--- src/hw/rtl/erast_pkg.sv ---
// Shared types, widths and codes for the ellipse rasterizer.
package erast_pkg;

  localparam int COORD_BITS = 16;
  localparam int SIZE_BITS  = 12;
  localparam int RAD_BITS   = SIZE_BITS - 1;
  localparam int SQ_BITS    = 2 * RAD_BITS;
  localparam int X_BITS     = 12;
  localparam int Y_BITS     = 13;
  localparam int D_BITS     = 48;
  localparam int OP_BITS    = 24;
  localparam int TERM_BITS  = 14;

  typedef enum logic [1:0] {
    KIND_PIXEL = 2'd0,
    KIND_SPAN  = 2'd1,
    KIND_DONE  = 2'd2
  } kind_t;

  typedef enum logic [1:0] {
    PH_IDLE = 2'd0,
    PH_REG1 = 2'd1,
    PH_REG2 = 2'd2
  } phase_t;

  typedef enum logic [4:0] {
    ST_IDLE, ST_S1, ST_S2, ST_S3, ST_S4,
    ST_C1, ST_C2, ST_C3,
    ST_EMIT,
    ST_U1, ST_U2, ST_U3,
    ST_W1, ST_W2, ST_W3, ST_W4, ST_W5, ST_W6, ST_W7, ST_W8,
    ST_R2CHK, ST_R2U1, ST_R2U2, ST_R2U3,
    ST_FIN
  } state_t;

  typedef enum logic [3:0] {
    MUL_NONE,
    MUL_RX_RX,
    MUL_RY_RY,
    MUL_RYSQ_X,
    MUL_RXSQ_Y,
    MUL_RYSQ_2X3,
    MUL_RYSQ_2X2,
    MUL_RXSQ_2Y2,
    MUL_RXSQ_2Y3,
    MUL_X_X1,
    MUL_YM_YM,
    MUL_RYSQ_T,
    MUL_RXSQ_T,
    MUL_RXSQ_RYSQ
  } mul_sel_t;

  typedef enum logic [2:0] {
    ACC_NONE,
    ACC_T,
    ACC_ADD,
    ACC_SUB,
    ACC_LOAD,
    ACC_RXSQ,
    ACC_RYSQ,
    ACC_DINIT
  } acc_op_t;

  typedef struct packed {
    logic     start;
    mul_sel_t mul_sel;
    acc_op_t  acc_op;
    logic     inc_x;
    logic     dec_y;
    logic     out_load;
    logic     out_done;
    logic [1:0] slot;
    logic     out_last;
  } dp_cmd_t;

  typedef struct packed {
    logic       lt;
    logic       d_neg;
    logic       y_neg;
    logic       fill;
    logic [3:0] present;
    logic       out_free;
  } dp_sts_t;

endpackage

--- src/hw/rtl/ellipse_rasterizer_unit.sv ---
// Midpoint ellipse rasterizer: one request in flight, results on a registered stream.
// A start request loads the box and sets up the squared radii and the decision. A region
// 1 or region 2 advance updates the decision, with one more multiply in region 1 when
// the decision is not negative and in region 2 when it is negative, and emits the mirror
// slots one at a time (slots dropped on an axis are still examined, and a busy output
// register holds the slot). A fill advance in region 1 where y holds gives no result. The
// advance that switches regions first runs the compare and the region 2 setup. A finishing
// advance emits the done result, waiting for the output register if it is busy. All cost
// comes from one shared 24x24 multiplier whose product is registered before it feeds the
// decision accumulator. The output register can be reloaded while its result is taken.
module ellipse_rasterizer_unit (
  input  logic        clk,
  input  logic        rst_n,
  input  logic        in_tvalid,
  output logic        in_tready,
  input  logic [63:0] in_tdata,   // box_left, box_top, box_width, box_height, fill_mode, zeros
  input  logic        in_tuser,   // command
  output logic        out_tvalid,
  input  logic        out_tready,
  output logic [47:0] out_tdata,  // pos_x, pos_y, span_end_x
  output logic [1:0]  out_tuser,  // kind
  output logic        out_tlast
);

  erast_pkg::dp_cmd_t cmd;
  erast_pkg::dp_sts_t sts;

  erast_ctrl u_ctrl (
    .clk       (clk),
    .rst_n     (rst_n),
    .in_tvalid (in_tvalid),
    .in_tready (in_tready),
    .in_cmd    (in_tuser),
    .sts       (sts),
    .cmd       (cmd)
  );

  erast_dp u_dp (
    .clk        (clk),
    .rst_n      (rst_n),
    .cmd        (cmd),
    .sts        (sts),
    .box_left   (in_tdata[15:0]),
    .box_top    (in_tdata[31:16]),
    .box_width  (in_tdata[43:32]),
    .box_height (in_tdata[55:44]),
    .fill_mode  (in_tdata[56]),
    .out_tvalid (out_tvalid),
    .out_tready (out_tready),
    .out_tdata  (out_tdata),
    .out_tuser  (out_tuser),
    .out_tlast  (out_tlast)
  );

endmodule

--- src/hw/rtl/erast_dp.sv ---
// Datapath: ellipse state, shared multiplier, decision accumulator, result register.
module erast_dp (
  input  logic                                 clk,
  input  logic                                 rst_n,
  input  erast_pkg::dp_cmd_t                   cmd,
  output erast_pkg::dp_sts_t                   sts,
  input  logic [erast_pkg::COORD_BITS-1:0]     box_left,
  input  logic [erast_pkg::COORD_BITS-1:0]     box_top,
  input  logic [erast_pkg::SIZE_BITS-1:0]      box_width,
  input  logic [erast_pkg::SIZE_BITS-1:0]      box_height,
  input  logic                                 fill_mode,
  output logic                                 out_tvalid,
  input  logic                                 out_tready,
  output logic [3*erast_pkg::COORD_BITS-1:0]   out_tdata,
  output logic [1:0]                           out_tuser,
  output logic                                 out_tlast
);

  localparam int CB = erast_pkg::COORD_BITS;

  logic [erast_pkg::RAD_BITS-1:0]  rad_x_r, rad_y_r;
  logic [erast_pkg::SQ_BITS-1:0]   rxsq_r, rysq_r;
  logic [CB-1:0]                   cx_r, cy_r;
  logic                            fill_r;
  logic [erast_pkg::X_BITS-1:0]    x_r;
  logic signed [erast_pkg::Y_BITS-1:0] y_r;
  logic [erast_pkg::D_BITS-1:0]    d_r, t_r, p_r;

  logic                            out_valid_r;
  erast_pkg::kind_t                out_kind_r;
  logic [CB-1:0]                   out_x_r, out_y_r, out_e_r;
  logic                            out_last_r;

  logic [erast_pkg::OP_BITS-1:0]   op_a, op_b;
  logic [erast_pkg::TERM_BITS-1:0] x2p3, x2p2, y2p2, y2p3;
  logic [erast_pkg::X_BITS-1:0]    y_mag, ym_mag;
  logic [CB-1:0]                   lx, rx, up, dn, y_ext;
  logic                            xnz, ynz;
  erast_pkg::kind_t                slot_kind;
  logic [CB-1:0]                   slot_x, slot_y, slot_e;

  assign y_mag  = y_r[erast_pkg::X_BITS-1:0];
  assign ym_mag = (y_r == '0) ? erast_pkg::X_BITS'(1) : y_mag - erast_pkg::X_BITS'(1);
  assign x2p3 = {1'b0, x_r, 1'b1} + erast_pkg::TERM_BITS'(2);
  assign x2p2 = {1'b0, x_r, 1'b0} + erast_pkg::TERM_BITS'(2);
  assign y2p2 = {1'b0, y_mag, 1'b0} + erast_pkg::TERM_BITS'(2);
  assign y2p3 = {1'b0, y_mag, 1'b1} + erast_pkg::TERM_BITS'(2);

  always_comb begin
    op_a = '0;
    op_b = '0;
    case (cmd.mul_sel)
      erast_pkg::MUL_RX_RX: begin
        op_a = erast_pkg::OP_BITS'(rad_x_r);
        op_b = erast_pkg::OP_BITS'(rad_x_r);
      end
      erast_pkg::MUL_RY_RY: begin
        op_a = erast_pkg::OP_BITS'(rad_y_r);
        op_b = erast_pkg::OP_BITS'(rad_y_r);
      end
      erast_pkg::MUL_RYSQ_X: begin
        op_a = erast_pkg::OP_BITS'(rysq_r);
        op_b = erast_pkg::OP_BITS'(x_r);
      end
      erast_pkg::MUL_RXSQ_Y: begin
        op_a = erast_pkg::OP_BITS'(rxsq_r);
        op_b = erast_pkg::OP_BITS'(y_mag);
      end
      erast_pkg::MUL_RYSQ_2X3: begin
        op_a = erast_pkg::OP_BITS'(rysq_r);
        op_b = erast_pkg::OP_BITS'(x2p3);
      end
      erast_pkg::MUL_RYSQ_2X2: begin
        op_a = erast_pkg::OP_BITS'(rysq_r);
        op_b = erast_pkg::OP_BITS'(x2p2);
      end
      erast_pkg::MUL_RXSQ_2Y2: begin
        op_a = erast_pkg::OP_BITS'(rxsq_r);
        op_b = erast_pkg::OP_BITS'(y2p2);
      end
      erast_pkg::MUL_RXSQ_2Y3: begin
        op_a = erast_pkg::OP_BITS'(rxsq_r);
        op_b = erast_pkg::OP_BITS'(y2p3);
      end
      erast_pkg::MUL_X_X1: begin
        op_a = erast_pkg::OP_BITS'(x_r);
        op_b = erast_pkg::OP_BITS'({1'b0, x_r} + 13'd1);
      end
      erast_pkg::MUL_YM_YM: begin
        op_a = erast_pkg::OP_BITS'(ym_mag);
        op_b = erast_pkg::OP_BITS'(ym_mag);
      end
      erast_pkg::MUL_RYSQ_T: begin
        op_a = erast_pkg::OP_BITS'(rysq_r);
        op_b = t_r[erast_pkg::OP_BITS-1:0];
      end
      erast_pkg::MUL_RXSQ_T: begin
        op_a = erast_pkg::OP_BITS'(rxsq_r);
        op_b = t_r[erast_pkg::OP_BITS-1:0];
      end
      erast_pkg::MUL_RXSQ_RYSQ: begin
        op_a = erast_pkg::OP_BITS'(rxsq_r);
        op_b = erast_pkg::OP_BITS'(rysq_r);
      end
      default: begin
        op_a = '0;
        op_b = '0;
      end
    endcase
  end

  // Product register, then ellipse state updates.
  always_ff @(posedge clk) begin
    if (cmd.mul_sel != erast_pkg::MUL_NONE) begin
      p_r <= erast_pkg::D_BITS'(op_a * op_b);
    end
    case (cmd.acc_op)
      erast_pkg::ACC_T:     t_r    <= p_r;
      erast_pkg::ACC_ADD:   d_r    <= d_r + p_r;
      erast_pkg::ACC_SUB:   d_r    <= d_r - p_r;
      erast_pkg::ACC_LOAD:  d_r    <= p_r;
      erast_pkg::ACC_RXSQ:  rxsq_r <= p_r[erast_pkg::SQ_BITS-1:0];
      erast_pkg::ACC_RYSQ:  rysq_r <= p_r[erast_pkg::SQ_BITS-1:0];
      erast_pkg::ACC_DINIT: d_r    <= erast_pkg::D_BITS'(rysq_r) + erast_pkg::D_BITS'(rxsq_r)
                                      - p_r;
      default: ;
    endcase
    if (cmd.start) begin
      rad_x_r <= box_width[erast_pkg::SIZE_BITS-1:1];
      rad_y_r <= box_height[erast_pkg::SIZE_BITS-1:1];
      cx_r    <= box_left + CB'(box_width[erast_pkg::SIZE_BITS-1:1]);
      cy_r    <= box_top + CB'(box_height[erast_pkg::SIZE_BITS-1:1]);
      fill_r  <= fill_mode;
      x_r     <= '0;
      y_r     <= erast_pkg::Y_BITS'(box_height[erast_pkg::SIZE_BITS-1:1]);
    end else begin
      if (cmd.inc_x) x_r <= x_r + erast_pkg::X_BITS'(1);
      if (cmd.dec_y) y_r <= y_r - erast_pkg::Y_BITS'(1);
    end
  end

  // Mirrored coordinates; only the low COORD_BITS bits are kept.
  assign y_ext = CB'(y_r);
  assign lx = cx_r - CB'(x_r);
  assign rx = cx_r + CB'(x_r);
  assign up = cy_r - y_ext;
  assign dn = cy_r + y_ext;
  assign xnz = (x_r != '0);
  assign ynz = (y_r != '0);

  always_comb begin
    slot_kind = fill_r ? erast_pkg::KIND_SPAN : erast_pkg::KIND_PIXEL;
    slot_x = lx;
    slot_y = up;
    slot_e = lx;
    case (cmd.slot)
      2'd0: begin
        slot_x = lx; slot_y = up; slot_e = fill_r ? rx : lx;
      end
      2'd1: begin
        slot_x = fill_r ? lx : rx;
        slot_y = fill_r ? dn : up;
        slot_e = rx;
      end
      2'd2: begin
        slot_x = lx; slot_y = dn; slot_e = lx;
      end
      2'd3: begin
        slot_x = rx; slot_y = dn; slot_e = rx;
      end
      default: ;
    endcase
  end

  always_ff @(posedge clk) begin
    if (!rst_n) begin
      out_valid_r <= 1'b0;
    end else if (cmd.out_load) begin
      out_valid_r <= 1'b1;
    end else if (out_tready) begin
      out_valid_r <= 1'b0;
    end
    if (cmd.out_load) begin
      out_last_r <= cmd.out_last;
      if (cmd.out_done) begin
        out_kind_r <= erast_pkg::KIND_DONE;
        out_x_r    <= '0;
        out_y_r    <= '0;
        out_e_r    <= '0;
      end else begin
        out_kind_r <= slot_kind;
        out_x_r    <= slot_x;
        out_y_r    <= slot_y;
        out_e_r    <= slot_e;
      end
    end
  end

  assign out_tvalid = out_valid_r;
  assign out_tdata  = {out_e_r, out_y_r, out_x_r};
  assign out_tuser  = out_kind_r;
  assign out_tlast  = out_last_r;

  assign sts.lt       = (t_r < p_r);
  assign sts.d_neg    = d_r[erast_pkg::D_BITS-1];
  assign sts.y_neg    = y_r[erast_pkg::Y_BITS-1];
  assign sts.fill     = fill_r;
  assign sts.present  = fill_r ? {2'b00, ynz, 1'b1} : {xnz & ynz, ynz, xnz, 1'b1};
  assign sts.out_free = !out_valid_r || out_tready;

endmodule

--- src/hw/rtl/erast_ctrl.sv ---
// Controller: sequences the shared multiplier, the point emission and the phases.
module erast_ctrl (
  input  logic               clk,
  input  logic               rst_n,
  input  logic               in_tvalid,
  output logic               in_tready,
  input  logic               in_cmd,
  input  erast_pkg::dp_sts_t sts,
  output erast_pkg::dp_cmd_t cmd
);

  erast_pkg::state_t state_r, state_nxt;
  erast_pkg::phase_t phase_r, phase_nxt;
  logic [1:0]        k_r, k_nxt;
  logic              neg_r, neg_nxt;
  logic              ret_r, ret_nxt;
  logic              accept;
  logic [3:0]        above;
  logic              slot_last;

  assign accept    = in_tvalid && in_tready;
  assign above     = sts.present & ~((4'b0010 << k_r) - 4'b0001);
  assign slot_last = (above == 4'b0000);

  // Next state.
  always_comb begin
    state_nxt = state_r;
    phase_nxt = phase_r;
    k_nxt     = k_r;
    neg_nxt   = neg_r;
    ret_nxt   = ret_r;
    case (state_r)
      erast_pkg::ST_IDLE: begin
        if (accept) begin
          if (!in_cmd) begin
            state_nxt = erast_pkg::ST_S1;
            phase_nxt = erast_pkg::PH_REG1;
          end else begin
            case (phase_r)
              erast_pkg::PH_REG1: state_nxt = erast_pkg::ST_C1;
              erast_pkg::PH_REG2: state_nxt = erast_pkg::ST_R2CHK;
              default:            state_nxt = erast_pkg::ST_FIN;
            endcase
          end
        end
      end
      erast_pkg::ST_S1: state_nxt = erast_pkg::ST_S2;
      erast_pkg::ST_S2: state_nxt = erast_pkg::ST_S3;
      erast_pkg::ST_S3: state_nxt = erast_pkg::ST_S4;
      erast_pkg::ST_S4: state_nxt = erast_pkg::ST_IDLE;
      erast_pkg::ST_C1: state_nxt = erast_pkg::ST_C2;
      erast_pkg::ST_C2: state_nxt = erast_pkg::ST_C3;
      erast_pkg::ST_C3: begin
        if (sts.lt) begin
          neg_nxt = sts.d_neg;
          ret_nxt = 1'b0;
          k_nxt   = 2'd0;
          // Fill skips region 1 rows where y holds.
          state_nxt = (sts.d_neg && sts.fill) ? erast_pkg::ST_U1 : erast_pkg::ST_EMIT;
        end else begin
          state_nxt = erast_pkg::ST_W1;
        end
      end
      erast_pkg::ST_EMIT: begin
        if (!sts.present[k_r]) begin
          k_nxt = k_r + 2'd1;
        end else if (sts.out_free) begin
          k_nxt = k_r + 2'd1;
          if (slot_last) begin
            state_nxt = ret_r ? erast_pkg::ST_R2U1 : erast_pkg::ST_U1;
          end
        end
      end
      erast_pkg::ST_U1: state_nxt = erast_pkg::ST_U2;
      erast_pkg::ST_U2: state_nxt = neg_r ? erast_pkg::ST_IDLE : erast_pkg::ST_U3;
      erast_pkg::ST_U3: state_nxt = erast_pkg::ST_IDLE;
      erast_pkg::ST_W1: state_nxt = erast_pkg::ST_W2;
      erast_pkg::ST_W2: state_nxt = erast_pkg::ST_W3;
      erast_pkg::ST_W3: state_nxt = erast_pkg::ST_W4;
      erast_pkg::ST_W4: state_nxt = erast_pkg::ST_W5;
      erast_pkg::ST_W5: state_nxt = erast_pkg::ST_W6;
      erast_pkg::ST_W6: state_nxt = erast_pkg::ST_W7;
      erast_pkg::ST_W7: state_nxt = erast_pkg::ST_W8;
      erast_pkg::ST_W8: begin
        state_nxt = erast_pkg::ST_R2CHK;
        phase_nxt = erast_pkg::PH_REG2;
      end
      erast_pkg::ST_R2CHK: begin
        if (sts.y_neg) begin
          state_nxt = erast_pkg::ST_FIN;
        end else begin
          neg_nxt   = sts.d_neg;
          ret_nxt   = 1'b1;
          k_nxt     = 2'd0;
          state_nxt = erast_pkg::ST_EMIT;
        end
      end
      erast_pkg::ST_R2U1: state_nxt = neg_r ? erast_pkg::ST_R2U2 : erast_pkg::ST_R2U3;
      erast_pkg::ST_R2U2: state_nxt = erast_pkg::ST_R2U3;
      erast_pkg::ST_R2U3: state_nxt = erast_pkg::ST_IDLE;
      erast_pkg::ST_FIN: begin
        if (sts.out_free) begin
          state_nxt = erast_pkg::ST_IDLE;
          phase_nxt = erast_pkg::PH_IDLE;
        end
      end
      default: state_nxt = erast_pkg::ST_IDLE;
    endcase
  end

  // Command outputs.
  always_comb begin
    cmd          = '0;
    cmd.mul_sel  = erast_pkg::MUL_NONE;
    cmd.acc_op   = erast_pkg::ACC_NONE;
    cmd.slot     = k_r;
    in_tready    = (state_r == erast_pkg::ST_IDLE);
    case (state_r)
      erast_pkg::ST_IDLE: cmd.start = accept && !in_cmd;
      erast_pkg::ST_S1:   cmd.mul_sel = erast_pkg::MUL_RX_RX;
      erast_pkg::ST_S2: begin
        cmd.acc_op  = erast_pkg::ACC_RXSQ;
        cmd.mul_sel = erast_pkg::MUL_RY_RY;
      end
      erast_pkg::ST_S3: begin
        cmd.acc_op  = erast_pkg::ACC_RYSQ;
        cmd.mul_sel = erast_pkg::MUL_RXSQ_Y;
      end
      erast_pkg::ST_S4: cmd.acc_op = erast_pkg::ACC_DINIT;
      erast_pkg::ST_C1: cmd.mul_sel = erast_pkg::MUL_RYSQ_X;
      erast_pkg::ST_C2: begin
        cmd.acc_op  = erast_pkg::ACC_T;
        cmd.mul_sel = erast_pkg::MUL_RXSQ_Y;
      end
      erast_pkg::ST_EMIT: begin
        cmd.out_load = sts.present[k_r] && sts.out_free;
        cmd.out_last = slot_last;
      end
      erast_pkg::ST_U1: cmd.mul_sel = erast_pkg::MUL_RYSQ_2X3;
      erast_pkg::ST_U2: begin
        cmd.acc_op = erast_pkg::ACC_ADD;
        if (neg_r) begin
          cmd.inc_x = 1'b1;
        end else begin
          cmd.mul_sel = erast_pkg::MUL_RXSQ_2Y2;
        end
      end
      erast_pkg::ST_U3: begin
        cmd.acc_op = erast_pkg::ACC_SUB;
        cmd.inc_x  = 1'b1;
        cmd.dec_y  = 1'b1;
      end
      erast_pkg::ST_W1: cmd.mul_sel = erast_pkg::MUL_X_X1;
      erast_pkg::ST_W2: cmd.acc_op  = erast_pkg::ACC_T;
      erast_pkg::ST_W3: cmd.mul_sel = erast_pkg::MUL_RYSQ_T;
      erast_pkg::ST_W4: begin
        cmd.acc_op  = erast_pkg::ACC_LOAD;
        cmd.mul_sel = erast_pkg::MUL_YM_YM;
      end
      erast_pkg::ST_W5: cmd.acc_op  = erast_pkg::ACC_T;
      erast_pkg::ST_W6: cmd.mul_sel = erast_pkg::MUL_RXSQ_T;
      erast_pkg::ST_W7: begin
        cmd.acc_op  = erast_pkg::ACC_ADD;
        cmd.mul_sel = erast_pkg::MUL_RXSQ_RYSQ;
      end
      erast_pkg::ST_W8: cmd.acc_op = erast_pkg::ACC_SUB;
      erast_pkg::ST_R2U1: begin
        cmd.mul_sel = neg_r ? erast_pkg::MUL_RYSQ_2X2 : erast_pkg::MUL_RXSQ_2Y3;
      end
      erast_pkg::ST_R2U2: begin
        cmd.acc_op  = erast_pkg::ACC_ADD;
        cmd.mul_sel = erast_pkg::MUL_RXSQ_2Y3;
      end
      erast_pkg::ST_R2U3: begin
        cmd.acc_op = erast_pkg::ACC_SUB;
        cmd.inc_x  = neg_r;
        cmd.dec_y  = 1'b1;
      end
      erast_pkg::ST_FIN: begin
        cmd.out_load = sts.out_free;
        cmd.out_done = 1'b1;
        cmd.out_last = 1'b1;
      end
      default: ;
    endcase
  end

  always_ff @(posedge clk) begin
    if (!rst_n) begin
      state_r <= erast_pkg::ST_IDLE;
      phase_r <= erast_pkg::PH_IDLE;
      k_r     <= 2'd0;
      neg_r   <= 1'b0;
      ret_r   <= 1'b0;
    end else begin
      state_r <= state_nxt;
      phase_r <= phase_nxt;
      k_r     <= k_nxt;
      neg_r   <= neg_nxt;
      ret_r   <= ret_nxt;
    end
  end

  a_load_free: assert property (@(posedge clk) disable iff (!rst_n)
    cmd.out_load |-> sts.out_free) else $error("result loaded into a busy output register");

  a_fin_idle: assert property (@(posedge clk) disable iff (!rst_n)
    (state_r == erast_pkg::ST_FIN && cmd.out_load) |=> (phase_r == erast_pkg::PH_IDLE))
    else $error("finished result without return to idle phase");

  a_emit_first: assert property (@(posedge clk) disable iff (!rst_n)
    (state_r == erast_pkg::ST_EMIT) |-> sts.present[0])
    else $error("first mirrored point missing");

  a_start_phase: assert property (@(posedge clk) disable iff (!rst_n)
    cmd.start |=> (phase_r == erast_pkg::PH_REG1 && state_r == erast_pkg::ST_S1))
    else $error("start request did not enter region 1 setup");

endmodule

--- config.mk ---
export PLATFORM = sky130hd
export DESIGN_NAME = ellipse_rasterizer_unit
export DESIGN_NICKNAME = d
export VERILOG_FILES = /design/src/hw/rtl/erast_pkg.sv /design/src/hw/rtl/ellipse_rasterizer_unit.sv /design/src/hw/rtl/erast_dp.sv /design/src/hw/rtl/erast_ctrl.sv
export SDC_FILE = /design/constraint.sdc
export NUM_CORES = 2
export LEC_CHECK = 0
export BUFFER_PORTS_ARGS = -buffer_cell sky130_fd_sc_hd__buf_2
export CORE_MARGIN = 4
export CORE_UTILIZATION = 25
export CTS_BUF_LIST = sky130_fd_sc_hd__clkbuf_16
export DETAILED_ROUTE_END_ITERATION = 10
export PLACE_DENSITY = 0.41
export SYNTH_ARGS = -nofsm -noshare
export SYNTH_HDL_FRONTEND = slang
export SYNTH_HIERARCHICAL = 1
export SYNTH_SLANG_ARGS = --single-unit
--- constraint.sdc ---
create_clock -name clk -period 15.3 [get_ports clk]
set_input_delay 3.06 -clock clk [delete_from_list [all_inputs] [get_ports clk]]
set_output_delay 3.06 -clock clk [all_outputs]
set_load 0.03 [all_outputs]
==> results.py <==
metrics = {
    "synth": {
        "postSynthNetCount": 5572,
        "ys_ff_latch": 330,
        "synth.yosys.warnings": 6,
        "ranking_of_synthesized_cells_by_instance_count": "707 x inv_1, 509 x nand2_1, 468 x fa_1",
        "ys_dominant_reg_cell": "edfxtp_1",
        "synth_edf_count": 304,
        "netlist_top_cells_area": "fa_1 22%, edfxtp_1 22%, ha_1 11%",
        "netlist.area_leader.share": 0.2225,
        "synth.largest_area_cell": "fa_1",
        "postSynthAreaPerCell_sq_um": 9.029,
        "post-synth-top-count-cell": "inv_1",
        "postSynth.asyncResetShare": 0,
        "synth.cell_area_sq_mm": 0.04210,
        "yosys.cell_types.count": 91,
        "netlist_instances": 4663,
        "seq_area_frac_synth": 0.2292,
    },
    "timing": {
        "tns_ns": 0,
        "layout_min_cycle_time_ns": 11.48,
        "hold_viol": 0,
        "tightestPinTransition_ns": 1.288,
        "fin_ws_ns": 3.821,
        "achievable-frequency_mhz": 87.12,
        "finalSetupViolations": 0,
        "grt_setup_unrepaired": "false",
        "layout_worst_path_cycle_share": 0.7502,
        "maxSlewViolCount": 0,
        "finClkSkew_ns": 0.02028,
        "timing.slew.headroom": 0.1342,
    },
    "placed_design": {
        "dp_hpwl_microns": 112800,
        "portBuffers": 112,
        "pre_cts_slack_ns": 3.744,
        "place.gp.congestion": 0.8524,
    },
    "clock_tree": {
        "clkSinkCount": 330,
        "hold_buffers": 0,
        "tritoncts_clock_tree": "done",
        "tritoncts_buffers": 40,
        "clock_latency_ns": 0.59,
        "clk_path_buf_depth": 3,
        "cts_resized": 0,
        "post-cts-setup-buffer-count": 0,
        "clk_transition_reported_paths_ns": 0.06,
        "htree_depth": 2,
        "clock_tree.root_cell": "clkbuf_16",
    },
    "critical_path": {
        "worst_ep_arrival_time_ns": 11.78,
        "critical_path.reg2reg.endpoint": "u_dp/p_r[41]",
        "worst_setup_path_end_kind": "flop",
        "ff2ff_setup_slack_ns": 3.82,
        "worst_r2r_startpoint": "u_ctrl/state_r[1]",
        "critical_path.max_fanout": 34,
        "start_kind": "flop",
        "worstPathBufferInverterCount": 7,
        "cp.depth": 32,
        "cp_slowest_stage_delay_ns": 0.77,
        "rr_worst_depth": 32,
        "cp_slowest_cell": "o22ai_1",
        "critPathKind": "flop to flop",
        "crit_family": "adder cells",
        "timing.critical_path.to": "u_dp/p_r[41]",
        "timing.critical_path.required_ns": 15.60,
        "most_used_cell_along_the_critical_path": "fa_1",
        "crit_path_start": "u_ctrl/state_r[1]",
    },
    "routing": {
        "drtIter0Drc": 2387,
        "drt_pre_antenna_iters": 6,
        "drc_errors": 0,
        "post_drt_via_cell_ratio": 4.813,
        "post_drt_wl_per_cell_microns": 20.38,
        "drt-total-wl_microns": 141400,
        "detailroute.via_count": 33380,
        "drtAntennaViolNets": 0,
    },
    "run": {
        "max-cap-violations": 0,
    },
    "run_status": {
        "outcome": "completed",
    },
    "grt": {
        "grt_max_degree": 56,
        "grt_busiest_layer": "met2",
        "grt_first_pass_wirelength_microns": 217800,
        "grt_util_all_layers": 0.1609,
        "grt.met1_usage": 0.2303,
        "grt_use_met3": 0.01434,
        "grt_antenna_before_repair": 3,
        "first_global_vias": 34560,
        "globalRouteMet2Util": 0.2631,
        "global_route.overflow_total": 0,
    },
    "power": {
        "report.power.total_mw": 9.586,
        "power.ir.vdd_worst_v": 0.0001392,
        "power_density_mw_per_mm2": 205.0,
        "power.leakage_nw": 20.42,
    },
    "die": {
        "floorplan.die_area_sq_mm": 0.1750,
        "fp.coreArea_sq_mm": 0.1672,
        "fp.dieW_microns": 418.4,
        "start_util": 0.2518,
        "placementRows": 150,
        "die-height_microns": 418.4,
        "pin_count": 122,
    },
    "finish": {
        "area_overhead_of_the_layout_relative_to_synthesis_pct": 11.09,
        "nNetsFinal": 5610,
        "layout.core_utilization": 0.2797,
        "post_route_cells_drive_above_1_share": 0.06956,
    },
    "worst_hold_path": {
        "worst_hold_path_type": "flop to flop",
    },
}
## how the worst min path moves through the flow
stage,slack [ns],depth (start not counted),startpoint,to
3_5_place_dp,0.49,2,u_ctrl/phase_r[1],u_ctrl/phase_r[1]
3_3_place_gp,0.48,2,u_ctrl/phase_r[1],u_ctrl/phase_r[1]
4_1_cts,0.50,2,u_ctrl/phase_r[1],u_ctrl/phase_r[1]
5_1_grt,0.52,2,u_ctrl/phase_r[1],u_ctrl/phase_r[1]
6_report,0.49,2,u_ctrl/phase_r[1],u_ctrl/phase_r[1]
2_1_floorplan,0.42,0,u_dp/p_r[24],u_dp/t_r[24]
## registers in the layout, summed over array words and instances, names as in the netlist, 16 cells and up
name and count:
u_dp/d_r 48, u_dp/p_r 48, u_dp/t_r 48, u_dp/rxsq_r 22
u_dp/rysq_r 22, u_dp/cx_r 16, u_dp/cy_r 16, u_dp/out_x_r 16
u_dp/out_y_r 16
## worst min-delay path: stages (launching register included)
cell and delay (ns):
dfxtp_1 0.31, nand3b_1 0.08, a21oi_1 0.06
## power by group
group / internal, mW / switching (mW)
clock: 0.575 / 0.432
sequential: 1.59 / 0.327
combinational: 2.33 / 4.33
total: 4.50 / 5.09
## cell families after synthesis
family,share of synthesized area
flops,0.2292
xor+xnor,0.05242
buf+inv,0.08473
mux,0.006330
fa+ha+maj,0.3333
simple gates,0.1488
other cells,0.00008907
compound gates,0.1452
## cell usage in the layout (no fill, tap or decap), types with 17 or more instances in the layout
cell,netlist,routed
o21a_1,22,22
a222oi_1,20,20
nor2b_1,49,49
a21o_1,98,98
o21ai_0,177,174
a31oi_1,25,25
nand2b_1,51,51
inv_1,707,713
a211oi_1,35,35
and3_1,35,35
fa_1,468,468
mux2i_1,21,21
buf_4,8,104
nand2_1,509,508
xor2_1,60,60
and2_1,36,34
clkbuf_16,0,41
a21oi_1,224,223
nor2_1,390,387
o21bai_1,22,22
a211o_1,17,17
ha_1,372,372
xnor2_1,192,192
nand4_1,39,39
a22oi_1,53,53
buf_2,15,112
edfxtp_1,304,304
a22o_1,22,22
o31ai_1,20,19
nor3_1,79,77
o211ai_1,35,35
dfxtp_1,26,26
nand3_1,73,73
nor4_1,21,18
## routing by layer
layer	vias up	share of wire
met5	-	0
met4	0	0.022
met3	128	0.037
met2	654	0.46
met1	16840	0.48
li1	15760	-
## per-stage QoR
step | std cells | hold slack [ns] | cell area (sq um)
after global placement | 6863 | 0.4848 | 45440
after global routing | 6934 | 0.5229 | 46770
after detailed placement | 6863 | 0.4873 | 45440
after CTS | 6934 | 0.4978 | 46770
after floorplan | 4663 | 0.4244 | 42100
final | 6936 | 0.4942 | 46770
## area by class of cell
cell class                 instances  area (sq um)
antenna                            2         5.005
multi-input combinational       3400         29020
inverter                         713          2676
sequential                       330          9649
timing repair buffer             216          1341
fill                           17870        120400
tap                             2204          2758
clock inverter                    30         301.5
clock buffer                      41          1026
No activity file was read; power rests on OpenSTA's default activity.
